$ cat src/rtl/core/ilie_pkg.sv
// shared types and constants for the indexed list block
package ilie_pkg;

  localparam int OP_W   = 3;
  localparam int POS_W  = 9;
  localparam int CNT_W  = 9;
  localparam int VAL_W  = 32;
  localparam int STAT_W = 2;
  localparam int LEN_W  = 9;

  localparam logic [OP_W-1:0] OP_INSERT = 3'd0;
  localparam logic [OP_W-1:0] OP_ERASE  = 3'd1;
  localparam logic [OP_W-1:0] OP_GET    = 3'd2;
  localparam logic [OP_W-1:0] OP_SET    = 3'd3;
  localparam logic [OP_W-1:0] OP_SIZE   = 3'd4;

  localparam logic [STAT_W-1:0] STS_OK       = 2'd0;
  localparam logic [STAT_W-1:0] STS_REJECT   = 2'd1;
  localparam logic [STAT_W-1:0] STS_FULL     = 2'd2;
  localparam logic [STAT_W-1:0] STS_PAST_END = 2'd3;

  typedef enum logic [2:0] {
    S_IDLE,
    S_DECODE,
    S_SHIFT,
    S_COMMIT,
    S_DONE
  } ilie_state_t;

  typedef struct packed {
    logic accept;
    logic decode;
    logic shift;
    logic commit;
    logic load_out;
  } ilie_cmd_t;

  typedef struct packed {
    logic need_shift;
    logic shift_done;
  } ilie_sts_t;

endpackage

$ cat src/rtl/core/ilie_ctrl.sv
// sequencing state machine for the indexed list
module ilie_ctrl import ilie_pkg::*; (
  input  logic      clk,
  input  logic      rst_n,
  input  logic      in_valid,
  output logic      in_ready,
  output logic      out_valid,
  input  logic      out_ready,
  input  ilie_sts_t sts,
  output ilie_cmd_t cmd
);

  ilie_state_t state_r, state_nxt;
  logic        out_valid_r, out_valid_nxt;
  logic        slot_free;

  assign slot_free = !out_valid_r || out_ready;

  always_comb begin
    state_nxt = state_r;
    case (state_r)
      S_IDLE: begin
        if (in_valid) state_nxt = S_DECODE;
      end
      S_DECODE: begin
        state_nxt = sts.need_shift ? S_SHIFT : S_COMMIT;
      end
      S_SHIFT: begin
        if (sts.shift_done) state_nxt = S_COMMIT;
      end
      S_COMMIT: state_nxt = S_DONE;
      S_DONE: begin
        if (slot_free) state_nxt = S_IDLE;
      end
      default: state_nxt = S_IDLE;
    endcase
  end

  always_comb begin
    cmd      = '0;
    in_ready = 1'b0;
    case (state_r)
      S_IDLE: begin
        in_ready   = 1'b1;
        cmd.accept = in_valid;
      end
      S_DECODE: cmd.decode = 1'b1;
      S_SHIFT:  cmd.shift  = 1'b1;
      S_COMMIT: cmd.commit = 1'b1;
      S_DONE:   cmd.load_out = slot_free;
      default: ;
    endcase
  end

  always_comb begin
    out_valid_nxt = out_valid_r;
    if (out_ready) out_valid_nxt = 1'b0;
    if (cmd.load_out) out_valid_nxt = 1'b1;
  end

  assign out_valid = out_valid_r;

  always_ff @(posedge clk) begin
    if (!rst_n) begin
      state_r     <= S_IDLE;
      out_valid_r <= 1'b0;
    end else begin
      state_r     <= state_nxt;
      out_valid_r <= out_valid_nxt;
    end
  end

endmodule

$ cat config.mk
export PLATFORM = sky130hd
export DESIGN_NAME = ilie_ctrl
export DESIGN_NICKNAME = d
export VERILOG_FILES = /design/src/rtl/core/ilie_pkg.sv /design/src/rtl/core/ilie_ctrl.sv
export SDC_FILE = /design/constraint.sdc
export NUM_CORES = 1
export LEC_CHECK = 0
export ABC_CLOCK_PERIOD_IN_PS = 1800
export CAP_MARGIN = 20
export CELL_PAD_IN_SITES_DETAIL_PLACEMENT = 1
export CELL_PAD_IN_SITES_GLOBAL_PLACEMENT = 1
export CORE_AREA = 2 2 39 41
export DETAILED_ROUTE_END_ITERATION = 12
export DIE_AREA = 0 0 41 43
export DONT_BUFFER_PORTS = 1
export GPL_TIMING_DRIVEN = 0
export PLACE_DENSITY_LB_ADDON = 0.2
export SLEW_MARGIN = 20
export SYNTH_ARGS = -nofsm -noshare
export SYNTH_HDL_FRONTEND = slang
export SYNTH_SLANG_ARGS = --single-unit
$ cat constraint.sdc
create_clock -name clk -period 1.8 [get_ports clk]
set_input_delay 0.36 -clock clk [delete_from_list [all_inputs] [get_ports clk]]
set_output_delay 0.36 -clock clk [all_outputs]
set_load 0.02 [all_outputs]
==> flow_metrics.env, run 1 <==
export IMPL_maxSlewHeadroom_pct=54.7
export IMPL_pin_count=13
export IMPL_mostFrequentLayoutCells="dfxtp_1 (4), clkbuf_4 (3)"
export IMPL_fin_nets=38
export IMPL_clkSlewWorstSetupHoldPaths_ps=40
export IMPL_timing_hold_ws_ps=252
export IMPL_ys_types=17
export IMPL_antennaDiodeCount=0
export IMPL_wire_per_inst_um=10.2
export IMPL_hold_viol=0
export IMPL_routed_via_density=4.13
export IMPL_fmax_ghz=0.583
export IMPL_start_util_pct=20.0
export IMPL_path_buf_inv=1
export IMPL_ys_ff_latch=4
export IMPL_n_fill_cell=168
export IMPL_synth_avg_cell_area_um2=10.2
export IMPL_die_x_um=41
export IMPL_tns_ps=0
export IMPL_status="finished, final reports clean"
export IMPL_gp_congestion=0.709
export IMPL_coreArea_um2=1380
export IMPL_post_route_cells_drive_above_1_share_pct=43.3
export IMPL_endpoint_kind="primary output"
export IMPL_cts_sinks=4
export IMPL_drt_total_wl_um=470
export IMPL_critical_path_class="reg2out"
export IMPL_period_minus_slack_ps=1720
export IMPL_max_stage_delay_ps=380
export IMPL_final_common_cell="dfxtp_1"
export IMPL_top_usage_layer="met1"
export IMPL_cts_made_buffers=3
export IMPL_start_kind="flip-flop"
export IMPL_drt_pass1_iterations=1
export IMPL_portBuffers=0
export IMPL_met3_usage_pct=3.14
export IMPL_htreeDepth=1
export IMPL_vias=190
export IMPL_clk_path_buf_depth=2
export IMPL_antenna_found_initial=0
export IMPL_skew_ps=0.337
export IMPL_grt_start_max_net_pins=10
export IMPL_path_cells="buf_6, nor3_2, and2_1"
export IMPL_leakage_nw=0.129
export IMPL_syn_num_nets=33
export IMPL_required_ps=1440
export IMPL_multiInputGateArea_um2=159
export IMPL_crit_family="simple AND/OR/NAND/NOR gates"
export IMPL_grt_usage_pct=6.83
export IMPL_peakVddDrop_mv=0.328
export IMPL_syn_inst=27
export IMPL_clk_latency_ps=230
export IMPL_num_rows=14
export IMPL_ys_seq_area_share_pct=29.0
export IMPL_max_cap_violations=0
export IMPL_setup_violations=0
export IMPL_cts_hold_buf=0
export IMPL_grt_pass1_wl_um=759
export IMPL_rsz0062_at_grt="false"
export IMPL_drcViolationCount=0
export IMPL_ctsRootBufferMaster="clkbuf_4"
export IMPL_maxSlewViolCount=0
export IMPL_syn_to_final_growth_pct=15.4
export IMPL_use_met2_pct=8.13
export IMPL_post_cts_buffers=0
export IMPL_use_met1_pct=8.68
export IMPL_period_share_pct=95.3
export IMPL_ant_nets=0
export IMPL_drtIter0Drc=0
export IMPL_yosysWarnings=0
export IMPL_ctsResizeCount=0
export IMPL_synthesis_area_um2=277
export IMPL_power_density_nw_per_um2=1180
export IMPL_seqCellArea_um2=80.1
export IMPL_die_h_um=43
export IMPL_critPathSlowestCell="nor3_2"
export IMPL_overflow=0
export IMPL_crit_fanout=8
export IMPL_tightestPinTransition_ps=678
export IMPL_grt_pass1_vias=208
export IMPL_die_area_um2=1760
export IMPL_worstPathArrival_ps=1360
export IMPL_hold_path_class="in2reg"
export IMPL_cts_tree="done"
[area by class of cell]
class | count | share of cell area [%]
multi-input combinational | 19 | 49.8
tap | 16 | 6.27
buffer | 4 | 11.8
sequential | 4 | 25.1
clock buffer | 3 | 7.06
[sequential cells by signal, indices dropped and copies added, names as in the netlist]
signal	cells
state_r	3
out_valid	1
[worst reg2reg max path: stages, from the launching register on]
cell      delay [ps]
dfxtp_1          300
buf_6            130
and2b_1          160
nor3_2           170
a211oi_2          60
[report_power, final]
part           switching, W  internal (W)  leakage [nW]
Combinational     0.0000938     0.0000643        0.0823
Sequential       0.00000725      0.000102        0.0327
Clock             0.0000354     0.0000745        0.0138
[logic make-up (layout without fill, tap and decap cells)]
family / Yosys count / in the layout / synth area share, %
AO/OA/AOI/OAI: 3 / 3 / 10.4
XOR/XNOR: 1 / 1 / 3.17
buffers and inverters: 4 / 7 / 13.6
flip-flops: 4 / 4 / 29.0
AND/OR/NAND/NOR: 15 / 15 / 43.9
[Yosys cell counts]
library cell | n | area, um2
a211oi_2 | 1 | 12.5
o21a_1 | 1 | 7.51
nor3b_4 | 1 | 18.8
nor2_1 | 1 | 3.75
and2_1 | 1 | 6.26
dfxtp_1 | 4 | 80.1
nor2b_1 | 2 | 12.5
nor2b_2 | 1 | 8.76
buf_6 | 2 | 22.5
nor3_2 | 2 | 20.0
xnor2_1 | 1 | 8.76
nor3b_1 | 2 | 15.0
and3b_1 | 1 | 8.76
nand2b_1 | 2 | 12.5
a21oi_2 | 1 | 8.76
and2b_1 | 2 | 15.0
buf_4 | 2 | 15.0
[worst paths after layout]
kind / startpoint / end / slack, ps / cells after the start
setup / recovery: state_r[1]$_SDFFE_PN0P_ / cmd[4] / 80 / 3
hold / removal: rst_n / out_valid$_SDFFE_PN0P_ / 250 / 1
setup reg to reg: state_r[0]$_SDFFE_PN0P_ / state_r[0]$_SDFFE_PN0P_ / 860 / 4
hold reg to reg: state_r[1]$_SDFFE_PN0P_ / state_r[0]$_SDFFE_PN0P_ / 570 / 2
[metrics by stage]
stage / instances / utilization, % / cell area [um2] / setup WS [ps] / power [W]
final: 46 / 23.1 / 319 / 84.7 / 0.000377
after global routing: 46 / 23.1 / 319 / 32.5 / 0.000406
after CTS: 46 / 23.1 / 319 / 63.0 / 0.000387
after detailed placement: 43 / 21.4 / 297 / 322 / 0.000272
after global placement: 43 / 21.4 / 297 / 315 / 0.000270
after floorplan: 27 / - / 277 / 360 / 0.000256
[routing by layer]
metal | vias to the layer above | wire, um
li1 | 93 | -
met1 | 85 | 197
met2 | 12 | 218
met3 | 0 | 55
met4 | 0 | 0
met5 | - | 0
No activity file was read; power rests on OpenSTA's default activity.
==> run 2: changes to the inputs <==
--- a/config.mk
+++ b/config.mk
@@ -7,8 +7,8 @@
 export LEC_CHECK = 0
 export ABC_CLOCK_PERIOD_IN_PS = 1800
 export CAP_MARGIN = 20
-export CELL_PAD_IN_SITES_DETAIL_PLACEMENT = 1
-export CELL_PAD_IN_SITES_GLOBAL_PLACEMENT = 1
+export CELL_PAD_IN_SITES_DETAIL_PLACEMENT = 2
+export CELL_PAD_IN_SITES_GLOBAL_PLACEMENT = 2
 export CORE_AREA = 2 2 39 41
 export DETAILED_ROUTE_END_ITERATION = 12
 export DIE_AREA = 0 0 41 43
==> run 2 against run 1 <==
Net effect: worst hold slack gained 3.2 ps; sequential power hardly changed; clock skew grew 2.7 ps; non-clock buffer count did not move; highest routed layer unchanged.
==> flow_metrics.env, run 2 (synthesized netlist as in run 1, its figures left out) <==
export IMPL_start_util_pct=20.0
export IMPL_clkSlewWorstSetupHoldPaths_ps=40
export IMPL_p_switching_w=0.000135
export IMPL_mostFrequentLayoutCells="dfxtp_1 (4), clkbuf_4 (3)"
export IMPL_crit_family="simple AND/OR/NAND/NOR gates"
export IMPL_critPathLaunch="state_r[1]$_SDFFE_PN0P_"
export IMPL_drcViolationCount=0
export IMPL_seqCellArea_um2=80.1
export IMPL_maxSlewHeadroom_pct=55.4
export IMPL_required_ps=1440
export IMPL_vias=187
export IMPL_syn_to_final_growth_pct=15.4
export IMPL_coreArea_um2=1380
export IMPL_worstPathArrival_ps=1360
export IMPL_leakage_nw=0.129
export IMPL_swShare_pct=36.0
export IMPL_drt_total_wl_um=508
export IMPL_tns_ps=0
export IMPL_skew_ps=2.99
export IMPL_endpoint_kind="primary output"
export IMPL_max_stage_delay_ps=380
export IMPL_routed_via_density=4.07
export IMPL_critPathSlowestCell="nor3_2"
export IMPL_portBuffers=0
export IMPL_clk_path_buf_depth=2
export IMPL_pin_count=13
export IMPL_antenna_found_initial=0
export IMPL_rrSetupSlack_ps=870
export IMPL_p_total_w=0.000376
export IMPL_p_clk_share_pct=28.6
export IMPL_post_route_cell_area_um2=319
export IMPL_r2r_cells=4
export IMPL_num_rows=14
export IMPL_die_x_um=41
export IMPL_critical_path_class="reg2out"
export IMPL_wire_per_inst_um=11.0
export IMPL_dp_cells=43
export IMPL_hold_path_class="in2reg"
export IMPL_layoutNonFillerInstCount=46
export IMPL_tightestPinTransition_ps=667
export IMPL_internal_power_w=0.000240
export IMPL_post_cts_buffers=0
export IMPL_gp_congestion=0.644
export IMPL_largest_reg_flops=3
export IMPL_post_route_cells_drive_above_1_share_pct=43.3
export IMPL_power_frac_seq_pct=29.1
export IMPL_drt_pass1_iterations=2
export IMPL_grt_pass1_wl_um=800
export IMPL_rsz0062_at_grt="false"
export IMPL_crit_fanout=8
export IMPL_grt_usage_pct=7.52
export IMPL_grt_pass1_vias=215
export IMPL_worstSetupEndpoint="cmd[4]"
export IMPL_final_common_cell="dfxtp_1"
export IMPL_path_depth=3
export IMPL_die_h_um=43
export IMPL_overflow=0
export IMPL_reg2reg_to="state_r[0]$_SDFFE_PN0P_"
export IMPL_placed_area_um2=297
export IMPL_max_flop_register="state_r"
export IMPL_ctsResizeCount=0
export IMPL_clk_latency_ps=230
export IMPL_antennaDiodeCount=0
export IMPL_cts_made_buffers=3
export IMPL_fin_nets=38
export IMPL_fmax_ghz=0.583
export IMPL_ant_nets=0
export IMPL_path_cells="buf_6, nor3_2, and2_1"
export IMPL_cts_sinks=4
export IMPL_period_minus_slack_ps=1720
export IMPL_comb_power_share_pct=42.3
export IMPL_setup_violations=0
export IMPL_utilization_pct=23.1
export IMPL_crit_reg2reg_launch="state_r[0]$_SDFFE_PN0P_"
export IMPL_maxSlewViolCount=0
export IMPL_multiInputGateArea_um2=159
export IMPL_period_share_pct=95.3
export IMPL_ctsRootBufferMaster="clkbuf_4"
export IMPL_path_buf_inv=1
export IMPL_status="finished, final reports clean"
export IMPL_drtIter0Drc=1
export IMPL_htreeDepth=1
export IMPL_grt_start_max_net_pins=10
export IMPL_cts_hold_buf=0
export IMPL_start_kind="flip-flop"
export IMPL_max_cap_violations=0
export IMPL_n_fill_cell=162
export IMPL_cts_tree="done"
export IMPL_die_area_um2=1760
export IMPL_hold_viol=0
export IMPL_power_density_nw_per_um2=1180
export IMPL_peakVddDrop_mv=0.355
run 2: layer usage:
metal,global-route usage (%),share of wire (%),vias up
met3,1.57,11,0
met4,10.0,0,0
met1,8.01,42,84
met2,10.0,47,10
li1,-,-,93
met5,0,0,-
run 2: layout make-up:
cell class	instances	share of cell area (%)
buffer	4	11.8
clock buffer	3	7.06
multi-input combinational	19	49.8
sequential	4	25.1
tap	16	6.27
run 2: worst min path at each step:
stage | startpoint | endpoint | slack [ps] | cells past startpoint
final | rst_n | out_valid$_SDFFE_PN0P_ | 260 | 1
after global routing | rst_n | out_valid$_SDFFE_PN0P_ | 250 | 1
after CTS | rst_n | out_valid$_SDFFE_PN0P_ | 250 | 1
after detailed placement | rst_n | out_valid$_SDFFE_PN0P_ | 500 | 1
after global placement | rst_n | out_valid$_SDFFE_PN0P_ | 490 | 1
after floorplan | rst_n | out_valid$_SDFFE_PN0P_ | 480 | 1
run 2: power by group through the flow:
stage / registers (W) / logic [W] / clock network [W]
6_report: 0.000109 / 0.000159 / 0.000108
5_1_grt: 0.000110 / 0.000174 / 0.000117
4_1_cts: 0.000110 / 0.000163 / 0.000114
3_5_place_dp: 0.000111 / 0.000162 / 0
3_3_place_gp: 0.000110 / 0.000160 / 0
2_1_floorplan: 0.000109 / 0.000147 / 0
run 2: per-stage QoR:
stage / setup slack [ps] / hold WS (ps)
global placement: 314 / 485
floorplan: 360 / 478
detailed placement: 318 / 496
global route: 44.2 / 251
CTS: 63.0 / 253
finish: 84.7 / 255
run 2: worst reg2reg max path: stages (launching register included):
cell and delay, ps:
dfxtp_1 300, buf_6 130, and2b_1 160, nor3_2 160, a211oi_2 60
